$ cat src/rtl/core/vcsd_pkg.sv
// Shared types, widths and codes of the CAN signal decoder.
package vcsd_pkg;

    localparam int FRAC_BITS_DEF = 16;
    localparam int ID_W          = 11;
    localparam int NBYTES        = 8;
    localparam int IN_W          = 80;
    localparam int VAL_W         = 40;
    localparam int CODE_W        = 5;
    localparam int USER_W        = 6;
    localparam int MAG_IN_W      = 24;
    localparam int DIV_IN_W      = 17;
    localparam int DIVISOR_W     = 13;
    localparam int SLOTS         = 4;
    localparam int CNT_W         = 3;
    localparam int IDX_W         = 2;
    localparam int CFG_IDX_W     = 1;
    localparam int CFG_W         = 2;

    localparam logic [VAL_W-1:0] VAL_MAX = {1'b0, {(VAL_W-1){1'b1}}};

    // configuration register indexes
    localparam logic [CFG_IDX_W-1:0] REG_MODEL_CLASS = 1'b0;
    localparam logic [CFG_IDX_W-1:0] REG_MODEL_KNOWN = 1'b1;

    // frame identifiers
    localparam logic [ID_W-1:0] ID_STEER    = 11'h002;
    localparam logic [ID_W-1:0] ID_BODY     = 11'h60D;
    localparam logic [ID_W-1:0] ID_GEAR     = 11'h421;
    localparam logic [ID_W-1:0] ID_POWER    = 11'h260;
    localparam logic [ID_W-1:0] ID_SPEED    = 11'h284;
    localparam logic [ID_W-1:0] ID_TURN     = 11'h358;
    localparam logic [ID_W-1:0] ID_LAMPS    = 11'h625;
    localparam logic [ID_W-1:0] ID_CLIMATE  = 11'h54B;
    localparam logic [ID_W-1:0] ID_CLIM_ST  = 11'h510;
    localparam logic [ID_W-1:0] ID_CRUISE   = 11'h551;
    localparam logic [ID_W-1:0] ID_BATT     = 11'h5C0;
    localparam logic [ID_W-1:0] ID_BRAKE    = 11'h5C5;

    // signal codes
    localparam logic [CODE_W-1:0] SIG_STEER      = 5'd0;
    localparam logic [CODE_W-1:0] SIG_IGNITION   = 5'd1;
    localparam logic [CODE_W-1:0] SIG_LOCK       = 5'd2;
    localparam logic [CODE_W-1:0] SIG_GEAR       = 5'd3;
    localparam logic [CODE_W-1:0] SIG_MOTOR_PWR  = 5'd4;
    localparam logic [CODE_W-1:0] SIG_SPEED      = 5'd5;
    localparam logic [CODE_W-1:0] SIG_TURN       = 5'd6;
    localparam logic [CODE_W-1:0] SIG_LAMPS      = 5'd7;
    localparam logic [CODE_W-1:0] SIG_CLIMATE_ON = 5'd8;
    localparam logic [CODE_W-1:0] SIG_FAN        = 5'd9;
    localparam logic [CODE_W-1:0] SIG_AMBIENT    = 5'd10;
    localparam logic [CODE_W-1:0] SIG_CLIM_PWR   = 5'd11;
    localparam logic [CODE_W-1:0] SIG_AUX_PWR    = 5'd12;
    localparam logic [CODE_W-1:0] SIG_CHARGE     = 5'd13;
    localparam logic [CODE_W-1:0] SIG_CRUISE_ST  = 5'd14;
    localparam logic [CODE_W-1:0] SIG_CRUISE_SPD = 5'd15;
    localparam logic [CODE_W-1:0] SIG_BATT_TEMP  = 5'd16;
    localparam logic [CODE_W-1:0] SIG_PARK_BRAKE = 5'd17;
    localparam logic [CODE_W-1:0] SIG_ODOMETER   = 5'd18;

    // scaling of the raw magnitude: value = mag * 2^FRACTION_BITS / divisor
    typedef enum logic [3:0] {
        DIV_1, DIV_2, DIV_4, DIV_8, DIV_10, DIV_20, DIV_200, DIV_416, DIV_6000
    } t_div;

    typedef struct packed {
        logic [CODE_W-1:0]   code;
        logic [MAG_IN_W-1:0] mag;
        logic                neg;
        logic                absent;
        t_div                div;
        logic                last;
    } t_slot;

    typedef struct packed {
        logic [CFG_W-1:0] model_class;
        logic             model_known;
    } t_cfg;

endpackage

$ cat src/rtl/core/vcsd_front.sv
// Frame decode into up to four signal requests, one per cycle out while taken.
module vcsd_front
    import vcsd_pkg::*;
(
    input  logic                    i_clk,
    input  logic                    i_rst_n,
    input  t_cfg                    i_cfg,
    input  logic                    i_vld,
    output logic                    o_rdy,
    input  logic [ID_W-1:0]         i_id,
    input  logic [NBYTES-1:0][7:0]  i_bytes,
    output logic                    o_vld,
    input  logic                    i_rdy,
    output t_slot                   o_slot
);

    localparam logic [15:0] STEER_FULL   = 16'd6000;
    localparam logic [12:0] PWR_OFS_NEW  = 13'd2000;
    localparam logic [12:0] PWR_OFS_OLD  = 13'd400;
    localparam logic [7:0]  TEMP_OFS     = 8'd80;
    localparam logic [7:0]  CRUISE_NA    = 8'd254;
    localparam logic [7:0]  TEMP_NA      = 8'hFF;
    localparam int          CRU_SHIFT    = 19;
    localparam int          CRU_PW       = 27;
    // 91/100 as a reciprocal product, exact for every byte value below 254
    localparam logic [CRU_PW-1:0] CRU_RECIP = 27'd477113;

    function automatic t_slot mk(input logic [CODE_W-1:0] code,
                                 input logic [MAG_IN_W-1:0] mag,
                                 input logic neg, input logic absent, input t_div div);
        t_slot s;
        s.code   = code;
        s.mag    = mag;
        s.neg    = neg;
        s.absent = absent;
        s.div    = div;
        s.last   = 1'b0;
        return s;
    endfunction

    logic [15:0]         steer_u;
    logic [15:0]         steer_abs;
    logic                steer_hi;
    logic                steer_lo;
    logic                pwr_fresh;
    logic [12:0]         pwr_dlt;
    logic                pwr_neg;
    logic [11:0]         pwr_abs;
    logic [13:0]         pwr_abs3;
    logic [16:0]         spd_sum;
    logic                amb_lo;
    logic [7:0]          amb_abs;
    logic                bat_lo;
    logic [7:0]          bat_abs;
    logic [CRU_PW-1:0]   cru_prod;
    logic [2:0]          cru_st;
    logic [1:0]          cru_cs;
    logic [1:0]          gear;

    t_slot               n_slots [SLOTS];
    logic [CNT_W-1:0]    n_cnt;

    t_slot               r_slots [SLOTS];
    logic [CNT_W-1:0]    r_cnt;
    logic [IDX_W-1:0]    r_idx;
    logic                r_vld;

    logic                take;
    logic                last_slot;
    logic                acc;
    t_slot               cur;

    assign steer_u   = {i_bytes[1], i_bytes[0]};
    assign steer_abs = steer_u[15] ? (~steer_u + 16'd1) : steer_u;
    assign steer_hi  = !steer_u[15] && (steer_u >= STEER_FULL);
    assign steer_lo  = steer_u[15] && (steer_abs >= STEER_FULL);

    assign pwr_fresh = (i_cfg.model_class != '0);
    assign pwr_dlt   = {1'b0, i_bytes[2], i_bytes[3][7:4]}
                       - (pwr_fresh ? PWR_OFS_NEW : PWR_OFS_OLD);
    assign pwr_neg   = pwr_dlt[12];
    assign pwr_abs   = pwr_neg ? 12'(~pwr_dlt + 13'd1) : pwr_dlt[11:0];
    assign pwr_abs3  = {2'b00, pwr_abs} + {1'b0, pwr_abs, 1'b0};

    assign spd_sum   = {1'b0, i_bytes[0], i_bytes[1]} + {1'b0, i_bytes[2], i_bytes[3]};

    assign amb_lo    = i_bytes[7] < TEMP_OFS;
    assign amb_abs   = amb_lo ? (TEMP_OFS - i_bytes[7]) : (i_bytes[7] - TEMP_OFS);
    assign bat_lo    = i_bytes[2] < TEMP_OFS;
    assign bat_abs   = bat_lo ? (TEMP_OFS - i_bytes[2]) : (i_bytes[2] - TEMP_OFS);

    assign cru_prod  = CRU_PW'(i_bytes[4]) * CRU_RECIP;
    assign cru_st    = i_bytes[5][6:4];
    assign cru_cs    = (cru_st == 3'd5) ? 2'd1 : ((cru_st == 3'd4) ? 2'd2 : 2'd0);

    always_comb begin
        case (i_bytes[0])
            8'd16:        gear = 2'd1;
            8'd24:        gear = 2'd2;
            8'd32, 8'd56: gear = 2'd3;
            default:      gear = 2'd0;
        endcase
    end

    always_comb begin
        for (int k = 0; k < SLOTS; k++) begin
            n_slots[k] = '0;
        end
        n_cnt = '0;
        case (i_id)
            ID_STEER: begin
                if (steer_hi || steer_lo) begin
                    n_slots[0] = mk(SIG_STEER, MAG_IN_W'(1), steer_lo, 1'b0, DIV_1);
                end else begin
                    n_slots[0] = mk(SIG_STEER, MAG_IN_W'(steer_abs), steer_u[15], 1'b0,
                                    DIV_6000);
                end
                n_cnt = 3'd1;
            end
            ID_BODY: begin
                n_slots[0] = mk(SIG_IGNITION, MAG_IN_W'(i_bytes[1][2]), 1'b0, 1'b0, DIV_1);
                n_slots[1] = mk(SIG_LOCK, MAG_IN_W'(i_bytes[2][3]), 1'b0, 1'b0, DIV_1);
                n_cnt = 3'd2;
            end
            ID_GEAR: begin
                n_slots[0] = mk(SIG_GEAR, MAG_IN_W'(gear), 1'b0, 1'b0, DIV_1);
                n_cnt = 3'd1;
            end
            ID_POWER: begin
                if (i_cfg.model_known) begin
                    if (!pwr_fresh) begin
                        n_slots[0] = mk(SIG_MOTOR_PWR, MAG_IN_W'(pwr_abs), pwr_neg, 1'b0,
                                        DIV_8);
                    end else if (pwr_neg) begin
                        // negative power: x * 15 / 1000 == 3x / 200
                        n_slots[0] = mk(SIG_MOTOR_PWR, MAG_IN_W'(pwr_abs3), 1'b1, 1'b0,
                                        DIV_200);
                    end else begin
                        n_slots[0] = mk(SIG_MOTOR_PWR, MAG_IN_W'(pwr_abs), 1'b0, 1'b0,
                                        DIV_20);
                    end
                    n_cnt = 3'd1;
                end
            end
            ID_SPEED: begin
                n_slots[0] = mk(SIG_SPEED, MAG_IN_W'(spd_sum), 1'b0, 1'b0, DIV_416);
                n_cnt = 3'd1;
            end
            ID_TURN: begin
                n_slots[0] = mk(SIG_TURN, MAG_IN_W'(i_bytes[2][2:1]), 1'b0, 1'b0, DIV_1);
                n_cnt = 3'd1;
            end
            ID_LAMPS: begin
                n_slots[0] = mk(SIG_LAMPS, MAG_IN_W'(i_bytes[1][5]), 1'b0, 1'b0, DIV_1);
                n_cnt = 3'd1;
            end
            ID_CLIMATE: begin
                n_slots[0] = mk(SIG_CLIMATE_ON, MAG_IN_W'(i_bytes[1][6]), 1'b0, 1'b0, DIV_1);
                n_slots[1] = mk(SIG_FAN, MAG_IN_W'(i_bytes[4][7:3]), 1'b0, 1'b0, DIV_1);
                n_cnt = 3'd2;
            end
            ID_CLIM_ST: begin
                n_slots[0] = mk(SIG_AMBIENT, MAG_IN_W'(amb_abs), amb_lo,
                                i_bytes[7] == TEMP_NA, DIV_2);
                n_slots[1] = mk(SIG_CLIM_PWR, MAG_IN_W'(i_bytes[3][6:1]), 1'b0, 1'b0, DIV_4);
                n_slots[2] = mk(SIG_AUX_PWR, MAG_IN_W'(i_bytes[4][7:3]), 1'b0, 1'b0, DIV_10);
                n_slots[3] = mk(SIG_CHARGE, MAG_IN_W'(i_bytes[1][2:0]), 1'b0, 1'b0, DIV_1);
                n_cnt = 3'd4;
            end
            ID_CRUISE: begin
                n_slots[0] = mk(SIG_CRUISE_ST, MAG_IN_W'(cru_cs), 1'b0, 1'b0, DIV_1);
                if (i_bytes[4] < CRUISE_NA) begin
                    n_slots[1] = mk(SIG_CRUISE_SPD, MAG_IN_W'(cru_prod[CRU_PW-1:CRU_SHIFT]),
                                    1'b0, 1'b0, DIV_1);
                end else begin
                    n_slots[1] = mk(SIG_CRUISE_SPD, '0, 1'b0, 1'b1, DIV_1);
                end
                n_cnt = 3'd2;
            end
            ID_BATT: begin
                n_slots[0] = mk(SIG_BATT_TEMP, MAG_IN_W'(bat_abs), bat_lo,
                                i_bytes[0][7:6] != 2'b01, DIV_2);
                n_cnt = 3'd1;
            end
            ID_BRAKE: begin
                n_slots[0] = mk(SIG_PARK_BRAKE, MAG_IN_W'(i_bytes[0][2]), 1'b0, 1'b0, DIV_1);
                n_slots[1] = mk(SIG_ODOMETER, {i_bytes[1], i_bytes[2], i_bytes[3]},
                                1'b0, 1'b0, DIV_1);
                n_cnt = 3'd2;
            end
            default: begin
                n_cnt = '0;
            end
        endcase
    end

    assign take      = r_vld && i_rdy;
    assign last_slot = ({1'b0, r_idx} == (r_cnt - 3'd1));
    assign o_rdy     = !r_vld || (take && last_slot);
    assign acc       = i_vld && o_rdy;

    always_ff @(posedge i_clk) begin
        if (!i_rst_n) begin
            r_vld <= 1'b0;
            r_idx <= '0;
        end else if (acc) begin
            // frames with no known signal are dropped here
            r_vld <= (n_cnt != '0);
            r_idx <= '0;
        end else if (take) begin
            if (last_slot) begin
                r_vld <= 1'b0;
            end else begin
                r_idx <= r_idx + 2'd1;
            end
        end
    end

    always_ff @(posedge i_clk) begin
        if (acc) begin
            r_slots <= n_slots;
            r_cnt   <= n_cnt;
        end
    end

    always_comb begin
        cur      = r_slots[r_idx];
        cur.last = last_slot;
    end

    assign o_vld  = r_vld;
    assign o_slot = cur;

endmodule

$ cat src/rtl/core/vcsd_arith.sv
// Fixed-point scaling pipeline: reciprocal multiply, remainder check, sign and saturation.
module vcsd_arith
    import vcsd_pkg::*;
#(
    parameter int FRACTION_BITS = FRAC_BITS_DEF
)
(
    input  logic                    i_clk,
    input  logic                    i_rst_n,
    input  logic                    i_vld,
    output logic                    o_rdy,
    input  t_slot                   i_slot,
    output logic                    o_vld,
    input  logic                    i_rdy,
    output logic [CODE_W-1:0]       o_code,
    output logic signed [VAL_W-1:0] o_value,
    output logic                    o_absent,
    output logic                    o_last
);

    localparam int FB  = FRACTION_BITS;
    localparam int RS  = DIV_IN_W;          // reciprocal precision shift
    localparam int MW  = FB + 14;           // widest reciprocal is for divide by 10
    localparam int PW  = DIV_IN_W + MW;
    localparam int QW  = FB + 10;
    localparam int XW  = FB + DIV_IN_W;
    localparam int AW  = FB + MAG_IN_W;
    localparam int PRW = QW + DIVISOR_W;
    localparam int EW  = (AW > VAL_W) ? AW : VAL_W;

    localparam logic [MW-1:0] RCP_10   = MW'((64'd1 << (FB + RS)) / 10);
    localparam logic [MW-1:0] RCP_20   = MW'((64'd1 << (FB + RS)) / 20);
    localparam logic [MW-1:0] RCP_200  = MW'((64'd1 << (FB + RS)) / 200);
    localparam logic [MW-1:0] RCP_416  = MW'((64'd1 << (FB + RS)) / 416);
    localparam logic [MW-1:0] RCP_6000 = MW'((64'd1 << (FB + RS)) / 6000);

    typedef struct packed {
        logic [CODE_W-1:0] code;
        logic              neg;
        logic              absent;
        t_div              div;
        logic              last;
    } t_tag;

    function automatic logic is_div(input t_div d);
        logic r;
        case (d)
            DIV_10, DIV_20, DIV_200, DIV_416, DIV_6000: r = 1'b1;
            default:                                    r = 1'b0;
        endcase
        return r;
    endfunction

    function automatic logic [MW-1:0] recip(input t_div d);
        logic [MW-1:0] r;
        case (d)
            DIV_10:   r = RCP_10;
            DIV_20:   r = RCP_20;
            DIV_200:  r = RCP_200;
            DIV_416:  r = RCP_416;
            DIV_6000: r = RCP_6000;
            default:  r = '0;
        endcase
        return r;
    endfunction

    function automatic logic [DIVISOR_W-1:0] dval(input t_div d);
        logic [DIVISOR_W-1:0] r;
        case (d)
            DIV_10:   r = 13'd10;
            DIV_20:   r = 13'd20;
            DIV_200:  r = 13'd200;
            DIV_416:  r = 13'd416;
            DIV_6000: r = 13'd6000;
            default:  r = 13'd1;
        endcase
        return r;
    endfunction

    // stage 1: estimate quotient, scale exact cases
    logic               r1_vld;
    t_tag               r1_tag;
    logic [QW-1:0]      r1_q0;
    logic [AW-1:0]      r1_x;
    logic [PW-1:0]      p1;
    logic [AW-1:0]      n1_x;
    t_tag               n1_tag;

    // stage 2: quotient times divisor
    logic               r2_vld;
    t_tag               r2_tag;
    logic [QW-1:0]      r2_q0;
    logic [AW-1:0]      r2_x;
    logic [PRW-1:0]     r2_prod;

    // stage 3: one correction step
    logic               r3_vld;
    t_tag               r3_tag;
    logic [AW-1:0]      r3_mag;
    logic [XW-1:0]      rem3;
    logic               up3;
    logic [QW-1:0]      q3;
    logic               div3;

    // stage 4: output register
    logic               r4_vld;
    logic [CODE_W-1:0]  r4_code;
    logic [VAL_W-1:0]   r4_val;
    logic               r4_absent;
    logic               r4_last;
    logic [EW-1:0]      ext4;
    logic [VAL_W-1:0]   mag4;
    logic [VAL_W-1:0]   n4_val;

    logic rdy1, rdy2, rdy3, rdy4;

    assign rdy4  = !r4_vld || i_rdy;
    assign rdy3  = !r3_vld || rdy4;
    assign rdy2  = !r2_vld || rdy3;
    assign rdy1  = !r1_vld || rdy2;
    assign o_rdy = rdy1;

    assign n1_tag = '{code: i_slot.code, neg: i_slot.neg, absent: i_slot.absent,
                      div: i_slot.div, last: i_slot.last};
    assign p1 = PW'(i_slot.mag[DIV_IN_W-1:0]) * PW'(recip(i_slot.div));

    always_comb begin
        case (i_slot.div)
            DIV_1:   n1_x = AW'(i_slot.mag) << FB;
            DIV_2:   n1_x = AW'(i_slot.mag) << (FB - 1);
            DIV_4:   n1_x = AW'(i_slot.mag) << (FB - 2);
            DIV_8:   n1_x = AW'(i_slot.mag) << (FB - 3);
            default: n1_x = AW'(i_slot.mag[DIV_IN_W-1:0]) << FB;
        endcase
    end

    always_ff @(posedge i_clk) begin
        if (!i_rst_n) begin
            r1_vld <= 1'b0;
            r2_vld <= 1'b0;
            r3_vld <= 1'b0;
            r4_vld <= 1'b0;
        end else begin
            if (rdy1) begin
                r1_vld <= i_vld;
            end
            if (rdy2) begin
                r2_vld <= r1_vld;
            end
            if (rdy3) begin
                r3_vld <= r2_vld;
            end
            if (rdy4) begin
                r4_vld <= r3_vld;
            end
        end
    end

    always_ff @(posedge i_clk) begin
        if (rdy1 && i_vld) begin
            r1_tag <= n1_tag;
            r1_q0  <= p1[RS+QW-1:RS];
            r1_x   <= n1_x;
        end
    end

    always_ff @(posedge i_clk) begin
        if (rdy2 && r1_vld) begin
            r2_tag  <= r1_tag;
            r2_q0   <= r1_q0;
            r2_x    <= r1_x;
            r2_prod <= PRW'(r1_q0) * PRW'(dval(r1_tag.div));
        end
    end

    assign div3 = is_div(r2_tag.div);
    assign rem3 = r2_x[XW-1:0] - r2_prod[XW-1:0];
    assign up3  = rem3 >= XW'(dval(r2_tag.div));
    assign q3   = r2_q0 + QW'(up3);

    always_ff @(posedge i_clk) begin
        if (rdy3 && r2_vld) begin
            r3_tag <= r2_tag;
            r3_mag <= div3 ? AW'(q3) : r2_x;
        end
    end

    assign ext4 = EW'(r3_mag);
    assign mag4 = (ext4 > EW'(VAL_MAX)) ? VAL_MAX : ext4[VAL_W-1:0];

    always_comb begin
        if (r3_tag.absent) begin
            n4_val = '0;
        end else if (r3_tag.neg) begin
            n4_val = ~mag4 + 40'd1;
        end else begin
            n4_val = mag4;
        end
    end

    always_ff @(posedge i_clk) begin
        if (rdy4 && r3_vld) begin
            r4_code   <= r3_tag.code;
            r4_val    <= n4_val;
            r4_absent <= r3_tag.absent;
            r4_last   <= r3_tag.last;
        end
    end

    assign o_vld    = r4_vld;
    assign o_code   = r4_code;
    assign o_value  = $signed(r4_val);
    assign o_absent = r4_absent;
    assign o_last   = r4_last;

`ifndef ASSERT_OFF
    a_estimate_low: assert property (@(posedge i_clk) disable iff (!i_rst_n)
        (r2_vld && div3) |-> (r2_prod <= PRW'(r2_x[XW-1:0])))
        else $error("quotient estimate above true quotient");

    a_one_step: assert property (@(posedge i_clk) disable iff (!i_rst_n)
        (r2_vld && div3) |-> (rem3 < XW'({dval(r2_tag.div), 1'b0})))
        else $error("remainder needs more than one correction");

    a_absent_zero: assert property (@(posedge i_clk) disable iff (!i_rst_n)
        (r4_vld && r4_absent) |-> (r4_val == '0))
        else $error("absent result carries a nonzero value");

    a_reset_empty: assert property (@(posedge i_clk)
        !i_rst_n |=> (!r1_vld && !r4_vld))
        else $error("pipeline not empty after reset");
`endif

endmodule

$ cat src/rtl/core/vehicle_can_signal_decoder_unit.sv
// Top level of the CAN signal decoder: configuration registers, decode front, scaling pipeline.
//
// Usage:
//   s_axis carries one received standard frame per request: identifier and eight
//   data bytes. m_axis gives the decoded signals, one per request: tuser holds the
//   signal code and an absent flag, tdata the signed value with FRACTION_BITS
//   fraction bits, tlast marks the final signal of a frame. Unknown identifiers,
//   and power frames while the model is not known, give nothing.
//   i_cfg_we/i_cfg_idx/i_cfg_wdata write model class (0) and model known (1);
//   write them only while no frame is in flight.
// Timing:
//   A frame's first signal reaches m_axis through the front register and the four
//   scaling stages. The front register hands out one signal per cycle while taken and
//   holds the input until the last of its frame's 1 to 4 signals is taken; sustained
//   output is one signal per cycle through the four-stage pipeline while m_axis is ready.
// Reset and stalls:
//   Reset empties all stages and clears both configuration registers. When m_axis
//   stalls, each stage holds its request; empty stages still fill from upstream,
//   but s_axis is ready only while the front register is empty or its frame's last signal is taken.
module vehicle_can_signal_decoder_unit
    import vcsd_pkg::*;
#(
    parameter int FRACTION_BITS = FRAC_BITS_DEF
)
(
    input  logic                 i_clk,
    input  logic                 i_rst_n,
    input  logic                 i_cfg_we,
    input  logic [CFG_IDX_W-1:0] i_cfg_idx,
    input  logic [CFG_W-1:0]     i_cfg_wdata,
    input  logic                 s_axis_tvalid,
    output logic                 s_axis_tready,
    input  logic [IN_W-1:0]      s_axis_tdata,   // frame_id, byte_0 .. byte_7, zero pad
    output logic                 m_axis_tvalid,
    input  logic                 m_axis_tready,
    output logic [VAL_W-1:0]     m_axis_tdata,   // signal_value
    output logic [USER_W-1:0]    m_axis_tuser,   // signal_code, value_absent
    output logic                 m_axis_tlast
);

    t_cfg                    r_cfg;
    logic [ID_W-1:0]         id;
    logic [NBYTES-1:0][7:0]  bytes;
    logic                    slot_vld;
    logic                    slot_rdy;
    t_slot                   slot;
    logic [CODE_W-1:0]       code;
    logic signed [VAL_W-1:0] value;
    logic                    absent;

    always_ff @(posedge i_clk) begin
        if (!i_rst_n) begin
            r_cfg <= '0;
        end else if (i_cfg_we) begin
            case (i_cfg_idx)
                REG_MODEL_CLASS: r_cfg.model_class <= i_cfg_wdata;
                REG_MODEL_KNOWN: r_cfg.model_known <= i_cfg_wdata[0];
                default:         r_cfg <= r_cfg;
            endcase
        end
    end

    assign id    = s_axis_tdata[ID_W-1:0];
    assign bytes = s_axis_tdata[ID_W +: NBYTES*8];

    vcsd_front u_front (
        .i_clk   (i_clk),
        .i_rst_n (i_rst_n),
        .i_cfg   (r_cfg),
        .i_vld   (s_axis_tvalid),
        .o_rdy   (s_axis_tready),
        .i_id    (id),
        .i_bytes (bytes),
        .o_vld   (slot_vld),
        .i_rdy   (slot_rdy),
        .o_slot  (slot)
    );

    vcsd_arith #(
        .FRACTION_BITS (FRACTION_BITS)
    ) u_arith (
        .i_clk    (i_clk),
        .i_rst_n  (i_rst_n),
        .i_vld    (slot_vld),
        .o_rdy    (slot_rdy),
        .i_slot   (slot),
        .o_vld    (m_axis_tvalid),
        .i_rdy    (m_axis_tready),
        .o_code   (code),
        .o_value  (value),
        .o_absent (absent),
        .o_last   (m_axis_tlast)
    );

    assign m_axis_tdata = value;
    assign m_axis_tuser = {absent, code};

endmodule
$ cat config.mk
export PLATFORM = sky130hd
export DESIGN_NAME = vehicle_can_signal_decoder_unit
export DESIGN_NICKNAME = d
export VERILOG_FILES = /design/src/rtl/core/vcsd_pkg.sv /design/src/rtl/core/vcsd_front.sv /design/src/rtl/core/vcsd_arith.sv /design/src/rtl/core/vehicle_can_signal_decoder_unit.sv
export SDC_FILE = /design/constraint.sdc
export NUM_CORES = 2
export LEC_CHECK = 0
export BUFFER_PORTS_ARGS = -buffer_cell sky130_fd_sc_hd__buf_4
export CAP_MARGIN = 0
export CELL_PAD_IN_SITES_DETAIL_PLACEMENT = 0
export CELL_PAD_IN_SITES_GLOBAL_PLACEMENT = 1
export CORE_MARGIN = 2
export CORE_UTILIZATION = 45
export DETAILED_ROUTE_END_ITERATION = 7
export HOLD_SLACK_MARGIN = 0.02
export PLACE_DENSITY = 0.75
export SETUP_SLACK_MARGIN = 0.02
export SLEW_MARGIN = 20
export SYNTH_ARGS = -nofsm -noshare
export SYNTH_HDL_FRONTEND = slang
export SYNTH_HIERARCHICAL = 1
export SYNTH_SLANG_ARGS = --single-unit
$ cat constraint.sdc
create_clock -name i_clk -period 14 [get_ports i_clk]
set_clock_uncertainty 0.15 [all_clocks]
set_input_delay 2.1 -clock i_clk [delete_from_list [all_inputs] [get_ports i_clk]]
set_output_delay 2.1 -clock i_clk [all_outputs]
set_load 0.01 [all_outputs]
==> metrics.cfg <==
[clock_network]
post_cts_resized=0
cts_tree=done
hold_buffers=0
clk-insertion-delay-late_ns=0.58
root_buffer=clkbuf_16
cts_buffers=37
clk_pin_slew_worst_paths_ns=0.06
postCtsSetupRepairBufs=0
cts.sinks=337
cts_buffer_depth=3
htreeDepth=2

[critical_path]
startpoint_type=flip-flop
arrival_ns=10.52
required_ns=14.13
critPathCaptureType=flip-flop
r2r_slack_ns=3.61
crit_fanout=35
cpMaxStageDelayCell=nand2_1
crit_path_max_incr_delay_ns=0.80
cpMostUsedCell=fa_1
critical_path_class=flip-flop to flip-flop
reg2reg_to=u_arith/r1_q0[24]
rr_worst_depth=30
rr_startpoint=u_front/r_idx[0]

[placement]
dp_hpwl_um=100000
gp_congestion=0.957
portBuffers=118

[logic_synthesis]
synth_mux_area_share_pct=1.36
synth_warnings=6
synth_seq_cells=337
synthSimpleGateAreaFrac_pct=14.9
synthAdderAreaFrac_pct=38.9
yosysSeqAreaShare_pct=22.4
synth_cell_types=93
syn_area_per_cell_um2=9.49
synth_edf_count=327
synth_top_family_by_area=adder cells
netlist_area_um2=44700
synth_ff_type=edfxtp_1
postSynth.asyncResetShare_pct=0
synthesis.instances=4709
synth_compound_area_share_pct=8.80
synth.net_count=5799
synthXorXnorAreaFrac_pct=3.92

[die]
start_util_pct=45.4
die_area_um2=102000
ios=137
dieHeight_um=319
die_w_um=319
rows=115
core_area_um2=98400

[sta]
rsz0062_at_grt=false
max-slew-margin-rel_pct=24.3
fin_crit_ns=10.39
period_share_pct=74.2
report.final.slew_viol_count=0
worst_pin_slew_ns=1.13
timing.final.hold_violations=0
tns_ns=0
fmax_mhz=96.2
setup_viol=0

[finish]
synthToLayoutAreaGrowth_pct=7.98
layout-drive-gt1-share_pct=6.59
fin_nets=5843
final_cell_mix=968 x inv_1, 647 x fa_1, 438 x nand2_1, 355 x ha_1, 327 x edfxtp_1
fillCellCount=9387
final_common_cell=inv_1

[detailed_routing]
wire_per_inst_um=20.2
drt_wl_total_um=123000
viasPerCell=5.37
drcViolationCount=0
vias=32600
antenna_left=0
drtIter0Drc=2468
firstDrtPassIters=5

[outcome]
outcome=completed

[min_path]
worstHoldStart=u_arith/r1_x[34]
hp-class=flip-flop to flip-flop
min_to=u_arith/r2_x[34]
whs_path_depth=0

[flow_run]
max_cap_viol_count=0

[global_routing]
antenna_found_initial=3
globalRouteTotalUtil_pct=24.5
grt_max_degree=75
grt_pass1_vias=33600
grt_overflow=0
grt_pass1_wl_um=194000

[pwr]
power_density_nw_per_um2=62.9
peakVddDrop_mv=0.0817
finalPower_mw=3.04
p_leak_nw=22.8

[per-stage QoR]
| step | instance area [um2] | hold WS [ns] | std cells | util, % | setup WS, ns |
|---|---|---|---|---|---|
| 3_5_place_dp | 47000 | 0.255 | 6000 | 47.8 | 3.67 |
| 5_1_grt | 48300 | 0.275 | 6069 | 49.0 | 3.11 |
| 2_1_floorplan | 44700 | 0.250 | 4709 | - | 3.65 |
| 6_report | 48300 | 0.267 | 6072 | 49.1 | 3.61 |
| 3_3_place_gp | 47000 | 0.252 | 6000 | 47.8 | 3.64 |
| 4_1_cts | 48200 | 0.269 | 6068 | 49.0 | 3.59 |
[final cells by class]
| class | instances | area, um2 | share of cell area (%) |
|---|---|---|---|
| Clock inverter | 28 | 256 | 0.531 |
| Tap cell | 1287 | 1610 | 3.34 |
| Antenna cell | 3 | 7.51 | 0.0156 |
| Multi-Input combinational cell | 3233 | 30500 | 63.1 |
| Inverter | 970 | 3640 | 7.54 |
| Clock buffer | 40 | 937 | 1.94 |
| Timing Repair Buffer | 174 | 1330 | 2.75 |
| Sequential cell | 337 | 10000 | 20.8 |
[Yosys cell counts (all sizes together) (16+ instances only)]
library cell | number | area share (%)
a211oi | 19 | 0.32
a21o | 38 | 0.64
a21oi | 136 | 1.5
a31oi | 26 | 0.36
and2 | 181 | 2.5
and3 | 55 | 0.77
buf | 30 | 0.34
clkbuf | 139 | 1.2
edfxtp | 327 | 22
fa | 647 | 29
ha | 355 | 9.9
inv | 970 | 8.1
mux2i | 40 | 0.90
nand2 | 438 | 3.7
nand2b | 33 | 0.46
nand3 | 76 | 0.88
nand4 | 23 | 0.32
nor2 | 315 | 2.6
nor2b | 43 | 0.62
nor3 | 68 | 0.77
nor3b | 16 | 0.27
nor4 | 21 | 0.36
o211ai | 16 | 0.27
o21a | 19 | 0.32
o21ai | 177 | 2.0
o22a | 17 | 0.33
o22ai | 26 | 0.36
o31ai | 21 | 0.35
or2 | 25 | 0.35
or3 | 23 | 0.37
xnor2 | 126 | 2.5
xor2 | 74 | 1.4
[critical path: cells and delay by family (launching register included)]
| kind | cells | cell delay (ns) |
|---|---|---|
| adders and majority gates | 7 | 3.44 |
| AOI/OAI and AO/OA | 7 | 2.13 |
| and+or+nand+nor | 6 | 2.02 |
| buffers and inverters | 8 | 1.69 |
| DFF | 1 | 0.31 |
| muxes | 1 | 0.16 |
| xor gates and xnor gates | 1 | 0.12 |
[metal layers]
metal  vias up  GRT usage (%)  routed length, um
met3       172           3.12               7190
li1      15300              -                  -
met1     16100           34.2              53900
met4         2           6.47               3420
met2       983           40.3              58300
met5         -              0                 11
[logic make-up after synthesis]
| kind of cell | after synthesis |
|---|---|
| xor gates and xnor gates | 200 |
| DFF | 337 |
| buffers and inverters | 1139 |
| adders and majority gates | 1003 |
| muxes | 55 |
| and+or+nand+nor | 1365 |
| AOI/OAI and AO/OA | 610 |
[report_power, final]
part           leakage, nW  switching (mW)  internal [mW]  total (mW)
combinational         19.0           0.581          0.391       0.972
sequential            3.15         0.00364           1.11        1.12
clock                0.581           0.417          0.532       0.948
[worst max-delay path by stage]
stage,startpoint,to,slack [ns],cells past startpoint
floorplan,m_axis_tready,u_arith/r2_prod[0],3.65,3
detailed placement,u_front/r_idx[0],u_arith/r1_q0[22],3.67,29
global route,u_front/r_idx[0],u_arith/r1_q0[22],3.11,29
CTS,u_front/r_idx[0],u_arith/r1_q0[24],3.59,29
global placement,u_front/r_idx[0],u_arith/r1_q0[24],3.64,29
finish,u_front/r_idx[0],u_arith/r1_q0[24],3.61,30
[flip-flops by register name (all words and copies together) (netlist names), 12 cells and up]
name             cells
u_front/r_slots     67
u_arith/ext4        40
u_arith/o_value     40
u_arith/r2_prod     33
u_arith/r1_x        27
u_arith/r2_x        27
u_arith/r1_q0       26
u_arith/r2_q0       26
u_arith/r1_tag      12
u_arith/r2_tag      12
Power figures use the tool's default switching activity.
